**src/rtl/vcfc_pkg.sv**
```systemverilog
// Shared types and constants for the four-lane causal FIR filter.
// No dependencies; imported by every module of the block.
`default_nettype none

package vcfc_pkg;

  // Sample format: signed Q8.8.
  localparam int SAMPLE_W  = 16;
  localparam int FRAC_BITS = 8;
  localparam int PROD_W    = 2 * SAMPLE_W;

  // Lanes per vector and filter length.
  localparam int LANES    = 4;
  localparam int TAPS_DEF = 4;
  localparam int TAP_REGS = 4;

  // Configuration register map.
  localparam int CFG_IDX_W = 3;
  typedef logic [CFG_IDX_W-1:0] cfg_idx_t;
  localparam cfg_idx_t CFG_TAP_0 = 3'd0;
  localparam cfg_idx_t CFG_TAP_1 = 3'd1;
  localparam cfg_idx_t CFG_TAP_2 = 3'd2;
  localparam cfg_idx_t CFG_TAP_3 = 3'd3;

  typedef logic signed [SAMPLE_W-1:0] sample_t;

  // Handshake status of the window stage.
  typedef struct packed {
    logic valid;
    logic stall;
  } stage_stat_t;

endpackage

`default_nettype wire

```
**src/rtl/vcfc_lane_mac.sv**
```systemverilog
// One output lane: tap products truncated to Q8.8 and summed with wrap.
// Depends on vcfc_pkg.
`default_nettype none

module vcfc_lane_mac #(
  parameter int TAPS = vcfc_pkg::TAPS_DEF
) (
  input  vcfc_pkg::sample_t taps_i [TAPS],
  input  vcfc_pkg::sample_t win_i  [TAPS],
  output vcfc_pkg::sample_t sum_o
);

  import vcfc_pkg::*;

  // Taking the bits above the fraction is a floor of the product; the
  // accumulator drops carries, which gives the wrapped sum.
  always_comb begin
    logic signed [PROD_W-1:0] prod;
    sample_t                  acc;
    acc = '0;
    for (int k = 0; k < TAPS; k++) begin
      prod = taps_i[k] * win_i[k];
      acc  = acc + sample_t'(prod[FRAC_BITS +: SAMPLE_W]);
    end
    sum_o = acc;
  end

endmodule

`default_nettype wire

```
**config.mk**
```make
export PLATFORM = sky130hd
export DESIGN_NAME = vcfc_lane_mac
export DESIGN_NICKNAME = d
export VERILOG_FILES = /design/src/rtl/vcfc_pkg.sv /design/src/rtl/vcfc_lane_mac.sv
export SDC_FILE = /design/constraint.sdc
export NUM_CORES = 2
export LEC_CHECK = 0
export BUFFER_PORTS_ARGS = -buffer_cell sky130_fd_sc_hd__buf_2
export CAP_MARGIN = 40
export CORE_ASPECT_RATIO = 0.6
export CORE_MARGIN = 2
export CORE_UTILIZATION = 66
export DETAILED_ROUTE_END_ITERATION = 7
export GPL_TIMING_DRIVEN = 0
export PLACE_DENSITY = 0.85
export RECOVER_POWER = 100
export SYNTH_ARGS = -nofsm -noshare
export SYNTH_HDL_FRONTEND = slang
export SYNTH_SLANG_ARGS = --single-unit
```
**constraint.sdc**
```tcl
create_clock -name vclk -period 12.8
set_input_delay 0.64 -clock vclk [all_inputs]
set_output_delay 0.64 -clock vclk [all_outputs]
set_load 0.01 [all_outputs]
```
-- Word level (Yosys, flattened, before mapping)
Index checks and enable logic that the tools add are counted.
Widths: inputs -> output; s select.
- logic and storage cells: 7
- output and inout port bits: 16
- bits in registers: 0
- $add $sub $neg: 3
- multipliers: 4
- operators by type and width (operator ; count):
    $mul 16x16->24 ; 4
    $add 16x16->16 ; 3

-- Depth between registers and ports, before layout
- depth after elaboration: 4
- mapped depth: 39
- mapped depth without buffers: 38

-- Worst setup path before layout
OpenSTA, ideal clock, no wires.
- path type: input -> output
- start: input win_i[33] in the netlist's numbering
- end: output sum_o[15]
- stages on the path: 35
- arrival: 9.322 ns
- slack: 2.838 ns
- data required time: 12.160 ns
- cell sequence: clkbuf_1 nand2_1 fa_1 fa_1 fa_1 fa_1 inv_1 fa_1 inv_1 fa_1 inv_1 ha_1 a211oi_2 nand2_1 a311o_1 a41oi_2 a21oi_2 a41o_1 nor4_4 nor3_1 a21oi_1 xor2_1 fa_1 fa_1 xor2_1 xnor2_1 xnor2_1 xnor2_1 xnor3_1 xnor2_1 xnor2_1 xnor2_2 xnor3_1 xnor2_1 xor2_1
- word-level cells in the longest chain between the ends: 4
- ends and longest elaborated chain (what ; line ; RTL):
    from (decl) ; vcfc_lane_mac.sv:9 ; input vcfc_pkg::sample_t win_i [TAPS],
    $mul 16x16->24 ; vcfc_lane_mac.sv:22 ; prod = taps_i[k] * win_i[k];
    $add 16x16->16 (3 in series) ; vcfc_lane_mac.sv:23 ; acc = acc + sample_t'(prod[FRAC_BITS +: SAMPLE_W]);
    to (decl) ; vcfc_lane_mac.sv:10 ; output vcfc_pkg::sample_t sum_o
No other way between the ends.

-- Worst setup path after layout
- start: input taps_i[41] in the netlist's numbering
- end: output sum_o[15]
- word-level cells in the longest chain between the ends: 4
- ends and longest elaborated chain (what ; line ; RTL):
    from (decl) ; vcfc_lane_mac.sv:8 ; input vcfc_pkg::sample_t taps_i [TAPS],
    $mul 16x16->24 ; vcfc_lane_mac.sv:22 ;
    $add 16x16->16 (3 in series) ; vcfc_lane_mac.sv:23 ;
No other way between the ends.

==> impl_metrics.yaml <==
logic_synthesis:
  netlist_area_mm2: 0.0304
  syn_avg_cell_area_um2: 8.81
  ys_warn_count: 0
  ys_seq_area_share_pct: 0
  ys_types: 48
  syn_nets: 4648
  syn_inst: 3451
cts:
  postCtsSetupRepairBufs: 0
  cts.hold.buffers_added: 0
  cts_resized: 0
sta:
  rsz0062_at_grt: "no"
  final_max_slew_viol_count: 0
  timing.fmax_mhz: 86.6
  min_period_ns: 11.55
  tns_ns: 0
  hold_viol: 0
  relSlewSlack_pct: 42.5
  worst_slew_pin_slew_ns: 0.855
  setup_viol: 0
  min_period_over_period_pct: 90.2
finish:
  register_area_um2: 0
  synthToLayoutAreaGrowth_pct: 4.61
  drive_gt1_share_pct: 3.47
  final_net_count: 4777
  n_fill_cell: 3470
  nFlopsAndLatches: 0
  clkbuf_count: 0
routing:
  via_count: 23200
  drt_iter0_markers: 2388
  drc: 0
  post_drt_wl_per_cell_um: 19.3
  routed_wl_um: 81000
  drtAntennaViolNets: 0
  viasPerCell: 5.52
  drtPass1Iterations: 6
hold_path:
  min_path_type: "primary input to output port"
  holdCritStartpoint: "win_i[16]"
critical_path:
  worstSetupPathType: "primary input to output port"
  worstPathArrival_ns: 10.91
  cpMaxStageDelayCell: "fa_1"
  cp_top_family: "adder cells"
  critical-path-max-stage-delay_ns: 0.57
  cp-startpoint: "taps_i[41]"
  start_kind: "primary input"
  crit_top_cell: "fa_1"
  cp.required_ns: 12.16
  path_buf_inv: 6
  critPathCaptureType: "output port"
  crit_path_max_fanout: 10
status:
  status: "finished, final reports clean"
floorplan:
  chipHeight_um: 170
  core_area_mm2: 0.0451
  start_util_pct: 67.4
  pin_count: 144
  dieArea_mm2: 0.0479
  die_x_um: 281
  fp-row-count: 60
placed_design:
  dp_hpwl_um: 71100
  gp_congestion: 1.01
  numPortBuffers: 124
global_route:
  antenna_found_initial: 3
  grt_max_degree: 11
  grt_pass1_vias: 24400
  track_usage_pct: 35.9
  grt_first_pass_wirelength_um: 132000
  grt-ovfl-total: 0
flow_run:
  maxCapViolations: 0
==> cell usage in the layout (no fill, tap or decap), types with 5 or more instances in the layout <==
cell type,synthesis,final
fa_1,774,774
xor2_1,38,38
a21o_1,14,14
xnor2_1,112,112
buf_2,4,113
o21a_1,13,13
nor2b_1,12,12
and2_1,364,364
nor3_1,19,19
o21ai_0,22,22
a21oi_1,35,35
clkbuf_1,126,142
nor2_1,52,52
inv_1,946,946
and3_1,7,7
nand2b_1,30,30
nand4_1,5,5
o21bai_1,6,6
ha_1,295,295
nand2_1,519,519
nand3_1,12,12
==> cells by family (layout without fill, tap and decap cells) <==
kind of cell	after synthesis	after routing	synth area share [%]
XOR/XNOR	153	153	4.52
other	0	2	0
AND/OR/NAND/NOR	1034	1034	16.5
buffers and inverters	1078	1205	13.3
adder cells (fa/ha/maj)	1069	1069	63.1
AO/OA/AOI/OAI	117	117	2.52
==> synthesized netlist by cell type, types with 19 or more instances <==
cell,n,area share [%]
a21oi_1,35,0.58
and2_1,364,7.5
clkbuf_1,126,1.6
fa_1,774,51
ha_1,295,12
inv_1,946,12
nand2_1,519,6.4
nand2b_1,30,0.62
nor2_1,52,0.64
nor3_1,19,0.31
o21ai_0,22,0.36
xnor2_1,112,3.2
xor2_1,38,1.1
==> cell type report <==
type	instances	area, µm²	area share [%]
inverter	946	3550	11.2
tap	620	776	2.44
timing repair buffer	127	621	1.95
antenna	2	5.00	0.0157
multi-input combinational	2373	26400	82.8
buffer	132	508	1.60
==> final timing paths <==
| kind | end | slack (ns) | cells after the start |
|---|---|---|---|
| max | sum_o[15] | 1.25 | 37 |
| min | sum_o[0] | 2.55 | 8 |
==> per-stage QoR <==
stage                     instances  hold slack (ns)  util, %  setup slack, ns  area, µm²
after global routing           4199             2.70     70.5            0.842      31800
after global placement         4195             2.59     70.5             1.49      31800
after CTS                      4197             2.58     70.5             1.35      31800
after floorplan                3451             1.97        -             2.84      30400
final                          4200             2.55     70.5             1.25      31800
after detailed placement       4197             2.55     70.5             1.40      31800
==> tightest hold or removal path, cell delays in order <==
cell and delay [ns]:
buf_2 0.17, a41o_1 0.17, a21o_1 0.11, a21o_1 0.12, a21oi_1 0.12, xnor2_1 0.30
ha_1 0.15, buf_2 0.12
==> metal layers <==
metal	wire length [µm]	global-route usage, %	part of all wire (%)
met2	34600	53.8	43
met5	0	0	0
met3	10100	8.57	13
met1	33600	53.1	41
met4	2610	8.95	3.2
Power is not shown: default switching activity piles up to over one toggle a cycle in this logic, so the estimate is an artifact.
