`config.mk`:
```
export PLATFORM = sky130hd
export DESIGN_NAME = vcfc_window
export DESIGN_NICKNAME = d
export VERILOG_FILES = /design/src/rtl/vcfc_pkg.sv /design/src/rtl/vcfc_window.sv
export SDC_FILE = /design/constraint.sdc
export NUM_CORES = 1
export LEC_CHECK = 0
export BUFFER_PORTS_ARGS = -buffer_cell sky130_fd_sc_hd__buf_2
export CORE_MARGIN = 4
export CORE_UTILIZATION = 54
export DETAILED_ROUTE_END_ITERATION = 8
export PLACE_DENSITY = 0.84
export SYNTH_ARGS = -nofsm -noshare
export SYNTH_HDL_FRONTEND = slang
export SYNTH_SLANG_ARGS = --single-unit
```
`constraint.sdc`:
```
create_clock -name clk_i -period 9.3 [get_ports clk_i]
set_input_delay 0.93 -clock clk_i [delete_from_list [all_inputs] [get_ports clk_i]]
set_output_delay 0.93 -clock clk_i [all_outputs]
set_load 0.005 [all_outputs]
```
`src/rtl/vcfc_pkg.sv`:
```
// Shared types and constants for the four-lane causal FIR filter.
// No dependencies; imported by every module of the block.
`default_nettype none

package vcfc_pkg;

  // Sample format: signed Q8.8.
  localparam int SAMPLE_W  = 16;
  localparam int FRAC_BITS = 8;
  localparam int PROD_W    = 2 * SAMPLE_W;

  // Lanes per vector and filter length.
  localparam int LANES    = 4;
  localparam int TAPS_DEF = 4;
  localparam int TAP_REGS = 4;

  // Configuration register map.
  localparam int CFG_IDX_W = 3;
  typedef logic [CFG_IDX_W-1:0] cfg_idx_t;
  localparam cfg_idx_t CFG_TAP_0 = 3'd0;
  localparam cfg_idx_t CFG_TAP_1 = 3'd1;
  localparam cfg_idx_t CFG_TAP_2 = 3'd2;
  localparam cfg_idx_t CFG_TAP_3 = 3'd3;

  typedef logic signed [SAMPLE_W-1:0] sample_t;

  // Handshake status of the window stage.
  typedef struct packed {
    logic valid;
    logic stall;
  } stage_stat_t;

endpackage

`default_nettype wire

```
`src/rtl/vcfc_window.sv`:
```
// Input stage: keeps the sample history and registers the filter window.
// Depends on vcfc_pkg.
`default_nettype none

module vcfc_window #(
  parameter int TAPS = vcfc_pkg::TAPS_DEF
) (
  input  wire                  clk_i,
  input  wire                  rst_ni,
  input  wire                  in_valid_i,
  input  vcfc_pkg::sample_t    lanes_i [vcfc_pkg::LANES],
  input  wire                  start_i,
  input  wire                  advance_i,
  output vcfc_pkg::stage_stat_t stat_o,
  output vcfc_pkg::sample_t    win_o [vcfc_pkg::LANES + TAPS - 1]
);

  import vcfc_pkg::*;

  localparam int WinLen    = LANES + TAPS - 1;
  localparam int HistDepth = (TAPS > 1) ? TAPS - 1 : 1;

  logic    valid_q, valid_d;
  logic    accept;
  sample_t win_q [WinLen];
  sample_t hist_q [HistDepth];

  // A request is taken when the stage is empty or drains this cycle.
  assign stat_o.valid = valid_q;
  assign stat_o.stall = valid_q && !advance_i;
  assign accept       = in_valid_i && !stat_o.stall;

  always_comb begin
    valid_d = valid_q;
    if (accept) begin
      valid_d = 1'b1;
    end else if (advance_i) begin
      valid_d = 1'b0;
    end
  end

  always_ff @(posedge clk_i or negedge rst_ni) begin
    if (!rst_ni) begin
      valid_q <= 1'b0;
    end else begin
      valid_q <= valid_d;
    end
  end

  // New lanes open the window; the history forms its tail, and a start flag
  // replaces that tail by zeros.
  always_ff @(posedge clk_i) begin
    if (accept) begin
      for (int i = 0; i < LANES; i++) begin
        win_q[i] <= lanes_i[i];
      end
      for (int i = 0; i < TAPS - 1; i++) begin
        win_q[LANES + i] <= start_i ? '0 : hist_q[i];
      end
    end
  end

  // The history then takes the leading lanes of the new vector.
  if (TAPS > 1) begin : g_hist
    always_ff @(posedge clk_i or negedge rst_ni) begin
      if (!rst_ni) begin
        for (int i = 0; i < HistDepth; i++) begin
          hist_q[i] <= '0;
        end
      end else if (accept) begin
        for (int i = 0; i < HistDepth; i++) begin
          hist_q[i] <= lanes_i[i];
        end
      end
    end

    // The newest kept sample is lane 0 of the last accepted request.
    a_hist_follows: assert property (@(posedge clk_i) disable iff (!rst_ni)
      accept |=> (hist_q[0] == $past(lanes_i[0])))
      else $error("history not updated from accepted lanes");
  end else begin : g_no_hist
    always_ff @(posedge clk_i or negedge rst_ni) begin
      if (!rst_ni) begin
        hist_q[0] <= '0;
      end else begin
        hist_q[0] <= hist_q[0];
      end
    end
  end

  assign win_o = win_q;

  // The stage only empties when the result register takes it.
  a_hold: assert property (@(posedge clk_i) disable iff (!rst_ni)
    (valid_q && !advance_i) |=> valid_q)
    else $error("window stage lost an item");

endmodule

`default_nettype wire

```
Word-level counts from Yosys, hierarchy flattened
Cells that the tools add are included.
- register bits: 161
- latch bits: 0
- bits in writable memories: 0
- bits in read-only memories: 0
- bits of input ports: 69
- output and inout port bits: 114
- word-level logic and storage cells: 18
- memories kept: 0
- $add $sub $neg: 0
- $mul: 0
- div/mod/pow operators: 0
- magnitude comparators: 0
- equal/unequal tests: 0
- shifts and indexed selects: 0
- multiplexer cells: 2
- bitwise gates (word level): 0
- reduce and logical (&&, ||, !) cells: 5
- operators by type and width (operator ; count):
    $logic_and A1 B1 Y1 ; 2
    $logic_not A1 Y1 ; 2
    $mux W1 ; 2
    $reduce_bool A2 Y1 ; 1

Logic depth before layout (Yosys ltp)
- word-level depth: 5
- depth in mapped cells: 5
- mapped depth without buffers: 3

Least setup slack after synthesis
No wires, ideal clock.
- path type: input to register
- start point: in advance_i
- end point: reg win_q (netlist bit win_o[0]) (enable)
- library setup time: 0.466 ns
- arrival: 3.578 ns
- required time: 8.834 ns
- slack: 5.256 ns
- stages: 5
- buffers on the path: 2
- cell sequence: nand2b_4 -> nand2_2 -> buf_6 -> buf_6 -> inv_1
- word-level cells in the longest chain between the ends: 4
- RTL lines (what ; RTL line ; text):
    from (decl) ; vcfc_window.sv:13 ; input wire advance_i,
    $logic_not A1 Y1 ; vcfc_window.sv:30 ; assign stat_o.stall = valid_q && !advance_i;
    $logic_and A1 B1 Y1 ; vcfc_window.sv:30 ;
    $logic_not A1 Y1 ; vcfc_window.sv:31 ; assign accept = in_valid_i && !stat_o.stall;
    $logic_and A1 B1 Y1 ; vcfc_window.sv:31 ;
    named net accept ; vcfc_window.sv:24 ; logic accept;
    to (signal, indexed assignment) ; vcfc_window.sv:55 ; win_q[i] <= lanes_i[i];
    to (signal, indexed assignment) ; vcfc_window.sv:58 ; win_q[LANES + i] <= start_i ? '0 : hist_q[i];
    to (decl) ; vcfc_window.sv:25 ; sample_t win_q [WinLen];
The timed path passes the listed nets, and every way through them passes these cells.
A chain may end at the register's enable or synchronous reset.

Worst setup path after layout
- start point: in advance_i
- end point: reg win_q (netlist bit win_o[51]) (enable)
Same word-level chain as after synthesis.

==> metrics.md <==
| Metric | Value |
|---|---|
| Status | `complete, no violations` |
| Htree depth | `4` |
| Vias | `3,006` |
| Vias in the first global route | `2,981` |
| Global placer's final weighted congestion | `0.708` |
| Share of cells above drive strength 1 | `55.0%` |
| Synth Area in Adders | `0%` |
| Die height | `110 um` |
| Cells after Synth | `273` |
| Post-CTS Setup Repair Bufs | `0` |
| Sequential Power Share | `48.8%` |
| Min cycle time layout | `2.71 ns` |
| DPL Wire Length | `6810 um` |
| P_int | `1.43 mW` |
| # diodes | `0` |
| Starting Density | `56.3%` |
| First-pass GRT wire length | `15,300 um` |
| Largest family of logic cells by synthesized area | `multiplexers` |
| Clk Latency, worst-skew pair | `0.52 ns` |
| Row Count | `36` |
| Slowest CP cell | `buf_4` |
| Detailed Routing Iterations Pass 1 | `4` |
| CTS Buf Count | `17` |
| Synthesized Nets | `342` |
| DRT Wirelength | `10,400 um` |
| Simple-gate share of the synthesized area | `6.21%` |
| Root buffer cell | `clkbuf_8` |
| Post-synthesis mux area share | `10.3%` |
| Antenna viol nets, final | `0` |
| Hold WC Path Type | `register to register` |
| Complex-gate fraction of the synthesized area | `0%` |
| Ports | `183` |
| Post-synthesis register bit count | `161` |
| Sequential fraction of the synthesis area | `82.2%` |
| Setup TNS Final | `0 ns` |
| Mapped cell area | `5580 um2` |
| Leakage | `3.12 nW` |
| Die Span X | `110 um` |
| Gr ovfl total | `0` |
| Synth Area per Inst | `20.4 um2` |
| Post-cts gate resize count | `0` |
| Total core area | `9910 um2` |
| Min Hold Slack | `0.495 ns` |
| Crit path top cell by count | `buf_4` |
| CTS tree | `built` |
| Fillers | `618` |
| Met2 routed WL | `5410 um` |
| Top layer in use | `met4` |
| Slew Limit Fails | `0` |
| Maximum capacitance violations | `0` |
| Worst EP required | `9.43 ns` |
| Switch share | `19.3%` |
| Via density | `4.92` |
| Crit path max fanout | `93` |
| Total track usage | `17.6%` |
| Startpoint Class | `input pin` |
| Netlist cell types | `14` |
| Starting DRT DRC Count | `136` |
| Antenna violations before repair | `0` |
| Number of port buffers | `182` |
| CP Capture Type | `register` |
| Fin nets | `534` |
| NetSw | `342 uW` |
| Critical Path Max Stage Delay | `0.90 ns` |
| Drt wl/cell | `17.0 um` |
| Yosys warning total | `0` |
| CTS Buffer Depth | `2` |
| PwrDens | `244 nW/um2` |
| Die area | `12,000 um2` |
| RSZ-0062 raised after global routing | `no` |
| Final hold violation count | `0` |
| Hold Buf Count CTS | `0` |
| WL met3 | `929 um` |
| Area Overhead vs Synth | `30.4%` |
| Fin crit share | `29.2%` |
| Wl on met1 | `3840 um` |
| Worst vdd ir | `0.000154 V` |
| Worst slew pin tran | `1.14 ns` |
| Largest net degree at the start of global routing | `94` |
| Power share of the clock group | `43.7%` |
| Clock skew after layout | `0.00679 ns` |
| Fmax | `0.369 GHz` |
| Pwr Total | `1.77 mW` |
| Cells along the critical path | `buf_2 > nand2b_4 > nand2_2 > buf_4 > inv_4 > buf_4` |
| Combinational Power Share | `7.6%` |
| CTS Sinks | `161` |
| Arrival time worst endpoint | `2.84 ns` |
| Slew HR | `23.8%` |
| Clk pin slew, worst setup/hold paths | `0.06 ns` |
| Post-Synth XOR/XNOR Area | `0%` |
| Critical path type | `input pin to register` |
| Final setup fails | `0` |
| Residual DRC | `0` |
## logic make-up (layout without fill, tap and decap cells)
group / after synthesis / after routing
DFF: 161 / 161
and+or+nand+nor: 51 / 51
muxes: 48 / 48
buffers and inverters: 13 / 218
## metrics by stage
step	cell area [um2]	utilization, %	setup WS [ns]	cells
detailed placement	6610	66.7	6.06	579
finish	7280	73.5	6.59	611
global route	7280	73.5	6.47	611
floorplan	5580	-	5.26	273
global placement	6610	66.7	6.13	579
CTS	7280	73.5	6.63	611
## power by group through the flow
stage	logic (mW)	clock network [mW]	registers [mW]
after floorplan	0.0685	0	0.880
after global placement	0.131	0	0.875
after detailed placement	0.137	0	0.879
after CTS	0.138	0.792	0.866
after global routing	0.148	0.822	0.871
final	0.134	0.775	0.865
## routing by layer
metal | vias to the layer above | global-route usage, %
li1 | 1386 | -
met1 | 1466 | 20.2
met2 | 139 | 29.8
met3 | 15 | 5.81
met4 | 0 | 8.37
met5 | - | 0
## cell type report
class / instances / area (um2) / share of cell area [%]
flip-flops and latches: 161 / 4590 / 63.0
repair buffers: 184 / 926 / 12.7
multi-input cells: 99 / 921 / 12.6
clock buffers: 21 / 429 / 5.89
clock inverters: 11 / 239 / 3.28
well taps: 133 / 166 / 2.29
inverters: 2 / 10.0 / 0.137
## synth_stat cells
cell,n,area share (%)
buf_4,1,0.13
nand2b_4,1,0.25
nor2b_1,32,3.6
edfxtp_1,112,60
buf_2,3,0.27
dfrtp_1,49,22
and2b_1,16,2.2
nand2b_1,1,0.11
nand2_2,1,0.11
mux2_4,9,2.4
buf_6,2,0.40
mux2_2,39,7.9
inv_1,2,0.13
clkbuf_1,5,0.34
## placed cells by master (no fill, tap or decap), drive strengths merged
| cell type | Yosys | final |
|---|---|---|
| dfrtp | 49 | 49 |
| and2b | 16 | 16 |
| edfxtp | 112 | 112 |
| clkinvlp | 0 | 2 |
| clkinv | 0 | 2 |
| bufinv | 0 | 7 |
| nand2 | 1 | 1 |
| clkbuf | 5 | 21 |
| nor2b | 32 | 32 |
| nand2b | 2 | 2 |
| inv | 2 | 2 |
| mux2 | 48 | 48 |
| buf | 6 | 184 |
## worst max-delay path, delay by kind of cell
kind	cells	cell delay (ns)
buf+inv	4	1.61
simple gates	2	0.17
## flip-flops by register name, indices dropped and copies added, names as in the netlist
| signal | count |
|---|---|
| valid_q | 1 |
| win_o | 112 |
| hist_q | 48 |
## path summary, 6_finish.rpt
| kind | startpoint | endpoint | slack (ns) | depth (start not counted) |
|---|---|---|---|---|
| max in group asynchronous | rst_ni | hist_q[33] | 7.96 | 1 |
| setup reg to reg | valid_q | win_o[51] | 6.71 | 5 |
| hold / removal | hist_q[35] | hist_q[35] | 0.50 | 1 |
| setup / recovery | advance_i | win_o[51] | 6.59 | 6 |
| hold reg to reg | hist_q[35] | hist_q[35] | 0.50 | 1 |
| min in group asynchronous | rst_ni | hist_q[42] | 0.64 | 1 |
No activity file was read; power rests on OpenSTA's default activity.
